**src/hdl/sbii_pkg.sv**
```systemverilog
// Shared types and constants for the strided block index iterator.
// Holds the request/response word layouts, command codes and register indexes.
// No dependencies.
package sbii_pkg;

   localparam int MAX_AXES_DEF = 7;

   localparam int CMD_W   = 2;
   localparam int AXIS_W  = 3;
   localparam int COORD_W = 32;
   localparam int SPAN_W  = 31;
   localparam int RANK_W  = 3;

   // command codes; the fourth code is ignored
   localparam logic [CMD_W-1:0] CMD_LOAD    = 2'd0;
   localparam logic [CMD_W-1:0] CMD_RESTART = 2'd1;
   localparam logic [CMD_W-1:0] CMD_NEXT    = 2'd2;

   // register index, taken from address bit 2
   localparam logic REG_RANK      = 1'b0;
   localparam logic REG_USE_STEPS = 1'b1;

   typedef struct packed {
      logic [CMD_W-1:0]          cmd;
      logic [AXIS_W-1:0]         axis;
      logic signed [COORD_W-1:0] lower;
      logic [SPAN_W-1:0]         span;
      logic [SPAN_W-1:0]         stride;
   } req_type;

   typedef struct packed {
      logic [AXIS_W-1:0]         out_axis;
      logic signed [COORD_W-1:0] coordinate;
      logic                      last;
      logic                      done_res;
   } rsp_type;

   // broadcast from the sequencer to every axis cell
   typedef struct packed {
      logic              load;
      logic              restart;
      logic              go;
      logic              shift;
      logic              use_steps;
      logic              any_room;
      logic [RANK_W-1:0] rank;
   } cell_ctrl_type;

endpackage

```
**src/hdl/strided_block_index_iterator.sv**
```systemverilog
// Top level of the strided block index iterator: sequencer, config registers
// and the chain of sbii_axis_cell instances. Uses sbii_pkg.
//
//   channel | direction | handshake              | word
//   req     | in        | req_valid / req_ready  | sbii_pkg::req_type
//   rsp     | out       | rsp_valid / rsp_ready  | sbii_pkg::rsp_type
//   csr     | in/out    | psel/penable, pready=1 | rank @0x0, use_steps @0x4
//
// A next word with n axes in use gives n result words, one per cycle unless
// rsp_ready stalls, as the coordinates shift down the cell chain; the request
// port is busy until they are out, and a finished walk gives one done word.
// The next request word is taken once the last result is in the output
// register. Reset clears rank and step mode and marks the walk finished; axis
// bounds hold garbage until loaded. A stalled rsp_ready holds the chain.
module strided_block_index_iterator #(
   parameter int MAX_AXES = sbii_pkg::MAX_AXES_DEF
) (
   input  logic              clock,
   input  logic              reset,
   input  logic              req_valid,
   output logic              req_ready,
   input  sbii_pkg::req_type req_data,
   output logic              rsp_valid,
   input  logic              rsp_ready,
   output sbii_pkg::rsp_type rsp_data,
   input  logic              csr_psel,
   input  logic              csr_penable,
   input  logic              csr_pwrite,
   input  logic [2:0]        csr_paddr,
   input  logic [31:0]       csr_pwdata,
   output logic [31:0]       csr_prdata,
   output logic              csr_pready
);

   localparam int CNT_W = $clog2(MAX_AXES + 1);
   localparam int IDX_W = (MAX_AXES > 1) ? $clog2(MAX_AXES) : 1;

   logic [sbii_pkg::RANK_W-1:0] rank_ff, rank_in;
   logic                        use_steps_ff, use_steps_in;
   logic                        finished_ff, finished_in;
   logic [CNT_W-1:0]            rem_ff, rem_in;
   logic [IDX_W-1:0]            idx_ff, idx_in;
   logic                        done_pend_ff, done_pend_in;
   logic                        rsp_valid_ff, rsp_valid_in;
   sbii_pkg::rsp_type           rsp_data_ff, rsp_data_in;

   sbii_pkg::cell_ctrl_type ctrl;
   logic                         inner_chain [MAX_AXES:0];
   logic [sbii_pkg::COORD_W-1:0] emit_chain  [MAX_AXES:0];

   logic             accept;
   logic             is_next;
   logic             walk;
   logic             done_req;
   logic             out_free;
   logic             emit;
   logic             csr_write;
   logic [CNT_W-1:0] n_active;

   assign req_ready  = (rem_ff == '0) && !done_pend_ff;
   assign accept     = req_valid && req_ready;
   assign n_active   = (int'(rank_ff) > MAX_AXES) ? CNT_W'(MAX_AXES) : CNT_W'(rank_ff);
   assign is_next    = accept && (req_data.cmd == sbii_pkg::CMD_NEXT);
   assign walk       = is_next && !finished_ff && (n_active != '0);
   assign done_req   = is_next && !walk;
   assign out_free   = !rsp_valid_ff || rsp_ready;
   assign emit       = (rem_ff != '0) && out_free;
   assign csr_write  = csr_psel && csr_penable && csr_pwrite;
   assign csr_pready = 1'b1;
   assign rsp_valid  = rsp_valid_ff;
   assign rsp_data   = rsp_data_ff;

   always_comb begin
      ctrl.load      = accept && (req_data.cmd == sbii_pkg::CMD_LOAD);
      ctrl.restart   = accept && (req_data.cmd == sbii_pkg::CMD_RESTART);
      ctrl.go        = walk;
      ctrl.shift     = emit;
      ctrl.use_steps = use_steps_ff;
      ctrl.any_room  = inner_chain[0];
      ctrl.rank      = rank_ff;
   end

   assign inner_chain[MAX_AXES] = 1'b0;
   assign emit_chain[MAX_AXES]  = '0;

   for (genvar i = 0; i < MAX_AXES; i++) begin : g_cell
      sbii_axis_cell #(
         .AXIS_ID(i)
      ) u_cell (
         .clock       (clock),
         .ctrl        (ctrl),
         .req         (req_data),
         .inner_in    (inner_chain[i+1]),
         .inner_out   (inner_chain[i]),
         .emit_next_in(emit_chain[i+1]),
         .emit_out    (emit_chain[i])
      );
   end

   always_comb begin
      rank_in      = rank_ff;
      use_steps_in = use_steps_ff;
      if (csr_write) begin
         unique case (csr_paddr[2])
            sbii_pkg::REG_RANK:      rank_in      = csr_pwdata[sbii_pkg::RANK_W-1:0];
            sbii_pkg::REG_USE_STEPS: use_steps_in = csr_pwdata[0];
            default:                 rank_in      = rank_ff;
         endcase
      end
   end

   always_comb begin
      unique case (csr_paddr[2])
         sbii_pkg::REG_RANK:      csr_prdata = {{(32 - sbii_pkg::RANK_W){1'b0}}, rank_ff};
         sbii_pkg::REG_USE_STEPS: csr_prdata = {31'b0, use_steps_ff};
         default:                 csr_prdata = '0;
      endcase
   end

   always_comb begin
      finished_in = finished_ff;
      if (ctrl.restart) begin
         finished_in = 1'b0;
      end else if (done_req) begin
         finished_in = 1'b1;
      end else if (walk) begin
         finished_in = !inner_chain[0];
      end

      rem_in = rem_ff;
      idx_in = idx_ff;
      if (walk) begin
         rem_in = n_active;
         idx_in = '0;
      end else if (emit) begin
         rem_in = rem_ff - CNT_W'(1);
         idx_in = idx_ff + IDX_W'(1);
      end

      done_pend_in = done_pend_ff;
      if (done_req) begin
         done_pend_in = 1'b1;
      end else if (done_pend_ff && out_free) begin
         done_pend_in = 1'b0;
      end

      rsp_valid_in = rsp_valid_ff;
      rsp_data_in  = rsp_data_ff;
      if (done_pend_ff && out_free) begin
         rsp_valid_in         = 1'b1;
         rsp_data_in.out_axis   = '0;
         rsp_data_in.coordinate = '0;
         rsp_data_in.last       = 1'b1;
         rsp_data_in.done_res   = 1'b1;
      end else if (emit) begin
         rsp_valid_in           = 1'b1;
         rsp_data_in.out_axis   = sbii_pkg::AXIS_W'(idx_ff);
         rsp_data_in.coordinate = emit_chain[0];
         rsp_data_in.last       = (rem_ff == CNT_W'(1));
         rsp_data_in.done_res   = 1'b0;
      end else if (rsp_ready) begin
         rsp_valid_in = 1'b0;
      end
   end

   always_ff @(posedge clock) begin
      if (reset) begin
         rank_ff      <= '0;
         use_steps_ff <= 1'b0;
         finished_ff  <= 1'b1;
         rem_ff       <= '0;
         idx_ff       <= '0;
         done_pend_ff <= 1'b0;
         rsp_valid_ff <= 1'b0;
      end else begin
         rank_ff      <= rank_in;
         use_steps_ff <= use_steps_in;
         finished_ff  <= finished_in;
         rem_ff       <= rem_in;
         idx_ff       <= idx_in;
         done_pend_ff <= done_pend_in;
         rsp_valid_ff <= rsp_valid_in;
      end
   end

   always_ff @(posedge clock) begin
      rsp_data_ff <= rsp_data_in;
   end

endmodule

```
**src/hdl/sbii_axis_cell.sv**
```systemverilog
// One axis cell of the iterator chain: start/current bounds, stride, room
// detection and one stage of the coordinate shift line. Uses sbii_pkg.
module sbii_axis_cell #(
   parameter int AXIS_ID = 0
) (
   input  logic                          clock,
   input  sbii_pkg::cell_ctrl_type       ctrl,
   input  sbii_pkg::req_type             req,
   input  logic                          inner_in,
   output logic                          inner_out,
   input  logic [sbii_pkg::COORD_W-1:0]  emit_next_in,
   output logic [sbii_pkg::COORD_W-1:0]  emit_out
);

   logic [sbii_pkg::COORD_W-1:0] start_lower_ff, start_lower_in;
   logic [sbii_pkg::SPAN_W-1:0]  start_span_ff, start_span_in;
   logic [sbii_pkg::SPAN_W-1:0]  stride_ff, stride_in;
   logic [sbii_pkg::COORD_W-1:0] cur_lower_ff, cur_lower_in;
   logic [sbii_pkg::SPAN_W-1:0]  cur_span_ff, cur_span_in;
   logic [sbii_pkg::COORD_W-1:0] emit_ff, emit_in;

   logic [sbii_pkg::SPAN_W-1:0] step;
   logic active;
   logic hit;
   logic room;
   logic adv;
   logic rewind;

   assign step   = ctrl.use_steps ? stride_ff : sbii_pkg::SPAN_W'(1);
   assign active = int'(ctrl.rank) > AXIS_ID;
   assign hit    = int'(req.axis) == AXIS_ID;
   assign room   = active && (cur_span_ff > step);

   // innermost axis with room advances; active axes inside it rewind
   assign inner_out = inner_in || room;
   assign adv       = room && !inner_in;
   assign rewind    = active && !inner_out && ctrl.any_room;

   assign emit_out = emit_ff;

   always_comb begin
      start_lower_in = start_lower_ff;
      start_span_in  = start_span_ff;
      stride_in      = stride_ff;
      cur_lower_in   = cur_lower_ff;
      cur_span_in    = cur_span_ff;
      emit_in        = emit_ff;
      if (ctrl.load && hit) begin
         start_lower_in = req.lower;
         start_span_in  = req.span;
         stride_in      = req.stride;
         cur_lower_in   = req.lower;
         cur_span_in    = req.span;
      end else if (ctrl.restart) begin
         cur_lower_in = start_lower_ff;
         cur_span_in  = start_span_ff;
      end else if (ctrl.go) begin
         // snapshot the coordinate before it moves
         emit_in = cur_lower_ff;
         if (adv) begin
            cur_lower_in = cur_lower_ff + sbii_pkg::COORD_W'(step);
            cur_span_in  = cur_span_ff - step;
         end else if (rewind) begin
            cur_lower_in = start_lower_ff;
            cur_span_in  = start_span_ff;
         end
      end else if (ctrl.shift) begin
         emit_in = emit_next_in;
      end
   end

   always_ff @(posedge clock) begin
      start_lower_ff <= start_lower_in;
      start_span_ff  <= start_span_in;
      stride_ff      <= stride_in;
      cur_lower_ff   <= cur_lower_in;
      cur_span_ff    <= cur_span_in;
      emit_ff        <= emit_in;
   end

endmodule

```
**config.mk**
```make
export PLATFORM = sky130hd
export DESIGN_NAME = strided_block_index_iterator
export DESIGN_NICKNAME = d
export VERILOG_FILES = /design/src/hdl/sbii_pkg.sv /design/src/hdl/strided_block_index_iterator.sv /design/src/hdl/sbii_axis_cell.sv
export SDC_FILE = /design/constraint.sdc
export NUM_CORES = 2
export LEC_CHECK = 0
export ABC_AREA = 1
export BUFFER_PORTS_ARGS = -buffer_cell sky130_fd_sc_hd__buf_2
export CAP_MARGIN = 25
export CORE_ASPECT_RATIO = 1.75
export CORE_MARGIN = 2
export CORE_UTILIZATION = 35
export DETAILED_ROUTE_END_ITERATION = 10
export GPL_ROUTABILITY_DRIVEN = 0
export HOLD_SLACK_MARGIN = 0.03
export SETUP_SLACK_MARGIN = 0.05
export SYNTH_ARGS = -nofsm -noshare
export SYNTH_HDL_FRONTEND = slang
export SYNTH_SLANG_ARGS = --single-unit
```
**constraint.sdc**
```tcl
create_clock -name clock -period 9.7 [get_ports clock]
set_clock_uncertainty 0.2 [all_clocks]
set_input_delay 0 -clock clock [delete_from_list [all_inputs] [get_ports clock]]
set_output_delay 0 -clock clock [all_outputs]
set_load 0.05 [all_outputs]
```
# After elaboration in Yosys (flattened, before gate mapping)
# Cells that the tools add are included.
# op_classes
n_addsub,16
order_cmp,14
n_eq_ne,9
muxes,102
bitwise,9
n_reduce_logical,104
# ops
op,n
$mux 32,49
$mux 31,42
$add 32x31->32,7
$gt 31x31->1,7
$sub 31x31->31,7
$pmux 32 s2,1
$logic_and 1x1->1,46
$reduce_bool 3->1,11
$reduce_bool 4->1,7
$reduce_and 3->1,7
$reduce_and 2->1,9
$eq 3x3->1 const B,4
$logic_not 1->1,11
$gt 3x3->1 const B,3
$not 1->1,9
$mux 1,8
$logic_or 1x1->1,7
$eq 3x2->1 const B,2
$gt 3x1->1 const B,2
$gt 3x2->1 const B,2
$logic_not 3->1,2
$mux 3,2
$reduce_bool 2->1,2
$add 3x1->3 const B,1
6 further kinds,6
# totals
register_bits,1373
input_bits,141
output_inout_bits,72
wordCells,307

# Longest topological paths before layout
# logic_depth
depth_word,17
depth_mapped,23

# Cells and area by module
# A second synthesis with hierarchy kept.
# hier_totals
cells_unflattened,13022
area_unflattened_um2,93616.0
# modules_own_cells
mod,n_inst,cells_per_inst,area_each_um2
sbii_axis_cell (g_cell[0].u_cell),1,1827,13063.8
sbii_axis_cell (g_cell[1].u_cell),1,1827,13061.3
sbii_axis_cell (g_cell[6].u_cell),1,1817,13061.3
sbii_axis_cell (g_cell[5].u_cell),1,1817,13060.0
sbii_axis_cell (g_cell[2].u_cell),1,1816,13058.8
sbii_axis_cell (g_cell[4].u_cell),1,1816,13057.5
sbii_axis_cell (g_cell[3].u_cell),1,1814,13043.8
strided_block_index_iterator,1,288,2209.6

# Worst setup path after synthesis
# No wires, ideal clock.
# synth_path
kind,reg2reg
from,reg use_steps_ff
to,"reg g_cell[2].u_cell.cur_lower_ff[0] (netlist name), enable pin"
t_arrival_ps,7187
setup_slack_ps,1742
stages_incl_launch_ff,19
path_buffers,4
cell_sequence,dfxtp_1 > clkbuf_1 > clkbuf_1 > clkbuf_1 > nand2_1 > ha_1 > nand2_1 > o21ai_1 > a21oi_1 > inv_1 > nand2_1 > nand2_1 > nand3_1 > a21oi_1 > buf_2 > inv_1 > nand2_1 > nand2_1 > o21ai_0
# synth_between
elab_chain_cells,12
# synth_rtl
element,line,rtl
from (decl),strided_block_index_iterator.sv:39,"logic use_steps_ff, use_steps_in;"
from (signal assigned),strided_block_index_iterator.sv:177,use_steps_ff <= use_steps_in;
$mux 31,sbii_axis_cell.sv:29,assign step = ctrl.use_steps ? stride_ff : sbii_pkg::SPAN_W'(1);
$gt 31x31->1,sbii_axis_cell.sv:32,assign room = active && (cur_span_ff > step);
$logic_and 1x1->1,sbii_axis_cell.sv:32,
$logic_or 1x1->1 (4 in series),sbii_axis_cell.sv:35,assign inner_out = inner_in || room;
$logic_not 1->1 / $logic_or 1x1->1 (equally long branches),"sbii_axis_cell.sv:37, sbii_axis_cell.sv:35",
$logic_and 1x1->1 / $logic_or 1x1->1 (equally long branches),"sbii_axis_cell.sv:37, sbii_axis_cell.sv:35",
$logic_and 1x1->1,sbii_axis_cell.sv:37,assign rewind = active && !inner_out && ctrl.any_room;
$reduce_bool 4->1 (no line) *,--,
$reduce_and 2->1 (no line) *,--,
to (signal assigned),sbii_axis_cell.sv:76,cur_lower_ff <= cur_lower_in;
to (decl),sbii_axis_cell.sv:18,"logic [sbii_pkg::COORD_W-1:0] cur_lower_ff, cur_lower_in;"
# Mark *: on every way between the ends. The rest lies on a longest branch, timed or not.
# A chain may end at the register's enable or synchronous reset.

# Worst setup path in the final report
# layout_path
from,reg use_steps_ff
to,"reg g_cell[1].u_cell.cur_lower_ff[15] (netlist name), enable pin"
# layout_between
elab_chain_cells,13
# layout_rtl
element,line
$mux 31,sbii_axis_cell.sv:29
$gt 31x31->1,sbii_axis_cell.sv:32
$logic_and 1x1->1,sbii_axis_cell.sv:32
$logic_or 1x1->1 (5 in series),sbii_axis_cell.sv:35
$logic_not 1->1,sbii_axis_cell.sv:37
$logic_and 1x1->1 (2 in series),sbii_axis_cell.sv:37
$reduce_bool 4->1 (no line) *,--
$reduce_and 2->1 (no line) *,--
to (signal assigned),sbii_axis_cell.sv:76
to (decl),sbii_axis_cell.sv:18
# Marks and branches as above.

==> flow_summary.json <==
{
  "critPathMaxFanout": 96,
  "cts_tree": "done",
  "p_per_area_nw_per_um2": 185,
  "min_to": "g_cell[5].u_cell.start_span_ff[21]",
  "hp-start": "req_data[52]",
  "fin_setup_tns_ps": 0,
  "timing.rr.end": "g_cell[1].u_cell.cur_lower_ff[15]",
  "min_period_ps": 7090,
  "ant_nets": 0,
  "postCtsSetupRepairBufs": 0,
  "synth_ff_type": "edfxtp_1",
  "fin_crit_sh_pct": 73.1,
  "netlist_area_sq_um": 80900,
  "ir_drop_mv": 0.131,
  "final_nets": 10100,
  "post_cts_resize_count": 0,
  "drc": 0,
  "h-tree-depth": 4,
  "cap_violations": 0,
  "netlist_instances": 9220,
  "core_sq_um": 230000,
  "leakagePower_nw": 38.2,
  "wl_per_cell_um": 27.5,
  "antenna_found_initial": 70,
  "wl_um": 348000,
  "seq_power_share_pct": 47.0,
  "synth_area_per_cell_sq_um": 8.77,
  "min_path_type": "input pin to flop",
  "outcome": "finished clean",
  "worstMarginPinSlew_ps": 1120,
  "die_w_um": 367,
  "overflow": 0,
  "clkPwrFrac_pct": 31.1,
  "path_clk_slew_ps": 70,
  "drive_above_1_share_pct": 5.18,
  "die_y_um": 640,
  "arrival_ps": 7330,
  "grt_pass1_wl_um": 482000,
  "grt_max_degree": 159,
  "crit_path_end_kind": "flop",
  "swShare_pct": 32.5,
  "final_cell_mix": "nand2_1 (2548), edfxtp_1 (1323), inv_1 (1051), nor2_1 (656), a21oi_1 (641)",
  "die_area_sq_um": 235000,
  "rsz0062_at_grt": "no",
  "clockBufferDepth": 4,
  "seq_area_frac_synth_pct": 50.4,
  "cp.required_ps": 9940,
  "synth_seq_cells": 1373,
  "rows": 233,
  "dp_hpwl_um": 253000,
  "grt_pass1_vias": 68200,
  "viasPerCell": 5.53,
  "first_pass_iters": 8,
  "critical_path_class": "flop to flop",
  "async_reset_ff_share_pct": 0,
  "p_comb_share_pct": 21.9,
  "fillCellCount": 23000,
  "initial_core_util_pct": 35.2,
  "setup_viol": 0,
  "power.internal_mw": 11.3,
  "io-pin-count": 213,
  "portBuffers": 151,
  "cts.sinks": 1373,
  "vias": 69900,
  "yosysWarnings": 0,
  "yosys.area.top_type": "edfxtp_1",
  "r2r_cells": 15,
  "yosysUniqueCellTypes": 60,
  "final_common_cell": "nand2_1",
  "cts_made_buffers": 142,
  "drv_slew": 0,
  "clk_latency_ps": 840,
  "cts_root_buffer": "clkbuf_16",
  "r2r_slack_ps": 2610,
  "finalHoldViolCount": 0,
  "synth.area.top_cells": "edfxtp_1 (49%), nand2_1 (12%), ha_1 (6.8%)",
  "slew_headroom_pct": 25.4,
  "grt_use_total_pct": 28.9,
  "synth_top_area_share_pct": 49.1,
  "fmax_mhz": 141,
  "syn_to_final_growth_pct": 12.3,
  "r2r_start": "use_steps_ff",
  "synth_edf_count": 1323,
  "fin_hold_ws_ps": 40.6,
  "dr.first_iter.drc_count": 8022,
  "start_kind": "flop",
  "power_switching_mw": 5.45,
  "min_path_cells": 2
}
## cell usage after synthesis, types with 36 or more instances
cell	instances
a21o_1	57
a21oi_1	642
a31oi_1	42
buf_2	66
buf_4	36
clkbuf_1	172
dfxtp_1	50
edfxtp_1	1323
ha_1	438
inv_1	1054
nand2_1	2551
nand3_1	390
nand4_1	117
nor2_1	662
nor3_1	68
o211ai_1	137
o21a_1	39
o21ai_0	574
o21ai_1	111
o21bai_1	50
xnor2_1	197
xor2_1	160
## area by class of cell
cell class / instances / area [sq um] / share of cell area [%]
Inverter: 1067 / 4030 / 4.44
Clock inverter: 73 / 465 / 0.512
Antenna cell: 22 / 55.1 / 0.0606
Multi-Input combinational cell: 6492 / 34900 / 38.4
Sequential cell: 1373 / 40700 / 44.8
Clock buffer: 169 / 3690 / 4.06
Tap cell: 3055 / 3820 / 4.21
Timing Repair Buffer: 397 / 3190 / 3.51
## registers in the layout, indices dropped and copies added, names as in the netlist, 3 cells and up
| name | flops |
|---|---|
| g_cell.u_cell.start_span_ff | 217 |
| g_cell.u_cell.cur_lower_ff | 224 |
| idx_ff | 3 |
| g_cell.u_cell.start_lower_ff | 224 |
| n_active | 3 |
| rsp_data | 37 |
| rem_ff | 3 |
| g_cell.u_cell.cur_span_ff | 217 |
| g_cell.u_cell.stride_ff | 217 |
| g_cell.u_cell.emit_out | 224 |
## power groups by stage
stage | logic, mW | clock network [mW] | registers, mW
4_1_cts | 3.61 | 5.27 | 7.89
3_5_place_dp | 3.53 | 0 | 8.02
6_report | 3.67 | 5.22 | 7.89
3_3_place_gp | 3.48 | 0 | 8.00
5_1_grt | 3.94 | 5.45 | 7.95
2_1_floorplan | 1.96 | 0 | 8.20
## cells by family (layout without fill, tap and decap cells)
family | count (synthesis) | count (layout) | share of synthesized area [%]
flip-flops | 1373 | 1373 | 50.4
other | 2 | 52 | 0.00929
AND/OR/NAND/NOR | 3897 | 3897 | 19.6
adder cells (fa/ha/maj) | 452 | 452 | 7.12
AO/OA/AOI/OAI | 1756 | 1756 | 12.1
XOR/XNOR | 357 | 357 | 3.87
buffers and inverters | 1383 | 1706 | 6.87
## routing by layer
layer,vias up,global-route usage (%),share of wire [%]
li1,31800,-,-
met1,32900,27.4,30
met2,3789,49.1,48
met3,1442,5.96,7.8
met4,24,33.0,14
met5,-,0,0.043
## per-stage QoR
| stage | setup WS, ps | total power, mW | cell area [sq um] | instances | utilization (%) |
|---|---|---|---|---|---|
| floorplan | 1740 | 10.2 | 81000 | 9248 | - |
| global placement | 2800 | 11.5 | 84800 | 12200 | 36.9 |
| global route | 2320 | 17.3 | 90800 | 12600 | 39.5 |
| detailed placement | 2730 | 11.5 | 84900 | 12200 | 36.9 |
| finish | 2610 | 16.8 | 90800 | 12600 | 39.5 |
| CTS | 2710 | 16.8 | 90800 | 12600 | 39.5 |
## worst max-delay path by stage
| stage | start | to | slack [ps] | cells past startpoint |
|---|---|---|---|---|
| 2_1_floorplan | use_steps_ff | g_cell[2].u_cell.cur_lower_ff[0] | 1740 | 18 |
| 3_5_place_dp | use_steps_ff | g_cell[1].u_cell.cur_lower_ff[31] | 2730 | 15 |
| 5_1_grt | use_steps_ff | g_cell[1].u_cell.cur_lower_ff[14] | 2320 | 15 |
| 6_report | use_steps_ff | g_cell[1].u_cell.cur_lower_ff[15] | 2610 | 15 |
| 4_1_cts | use_steps_ff | g_cell[1].u_cell.cur_lower_ff[31] | 2710 | 15 |
| 3_3_place_gp | use_steps_ff | g_cell[1].u_cell.cur_lower_ff[17] | 2800 | 15 |
## worst max-delay path, stage by stage, from the launching register on
cell and delay, ps:
dfxtp_4 920, buf_12 440, nand2_1 380, ha_1 480
nand2_1 130, nor2_1 170, nand4_1 170, nor2_1 230
nand4_2 280, nand3_4 290, nand4_4 200, nor3_4 150
buf_4 620, nand3_1 360, o21bai_4 870, buf_4 580
## timing repair
item,in CTS,in global routing
hold endpoints to repair,1325,0
hold buffers,173,0
endpoints found under the setup margin,0,0
(Power assumes the default switching activity.)
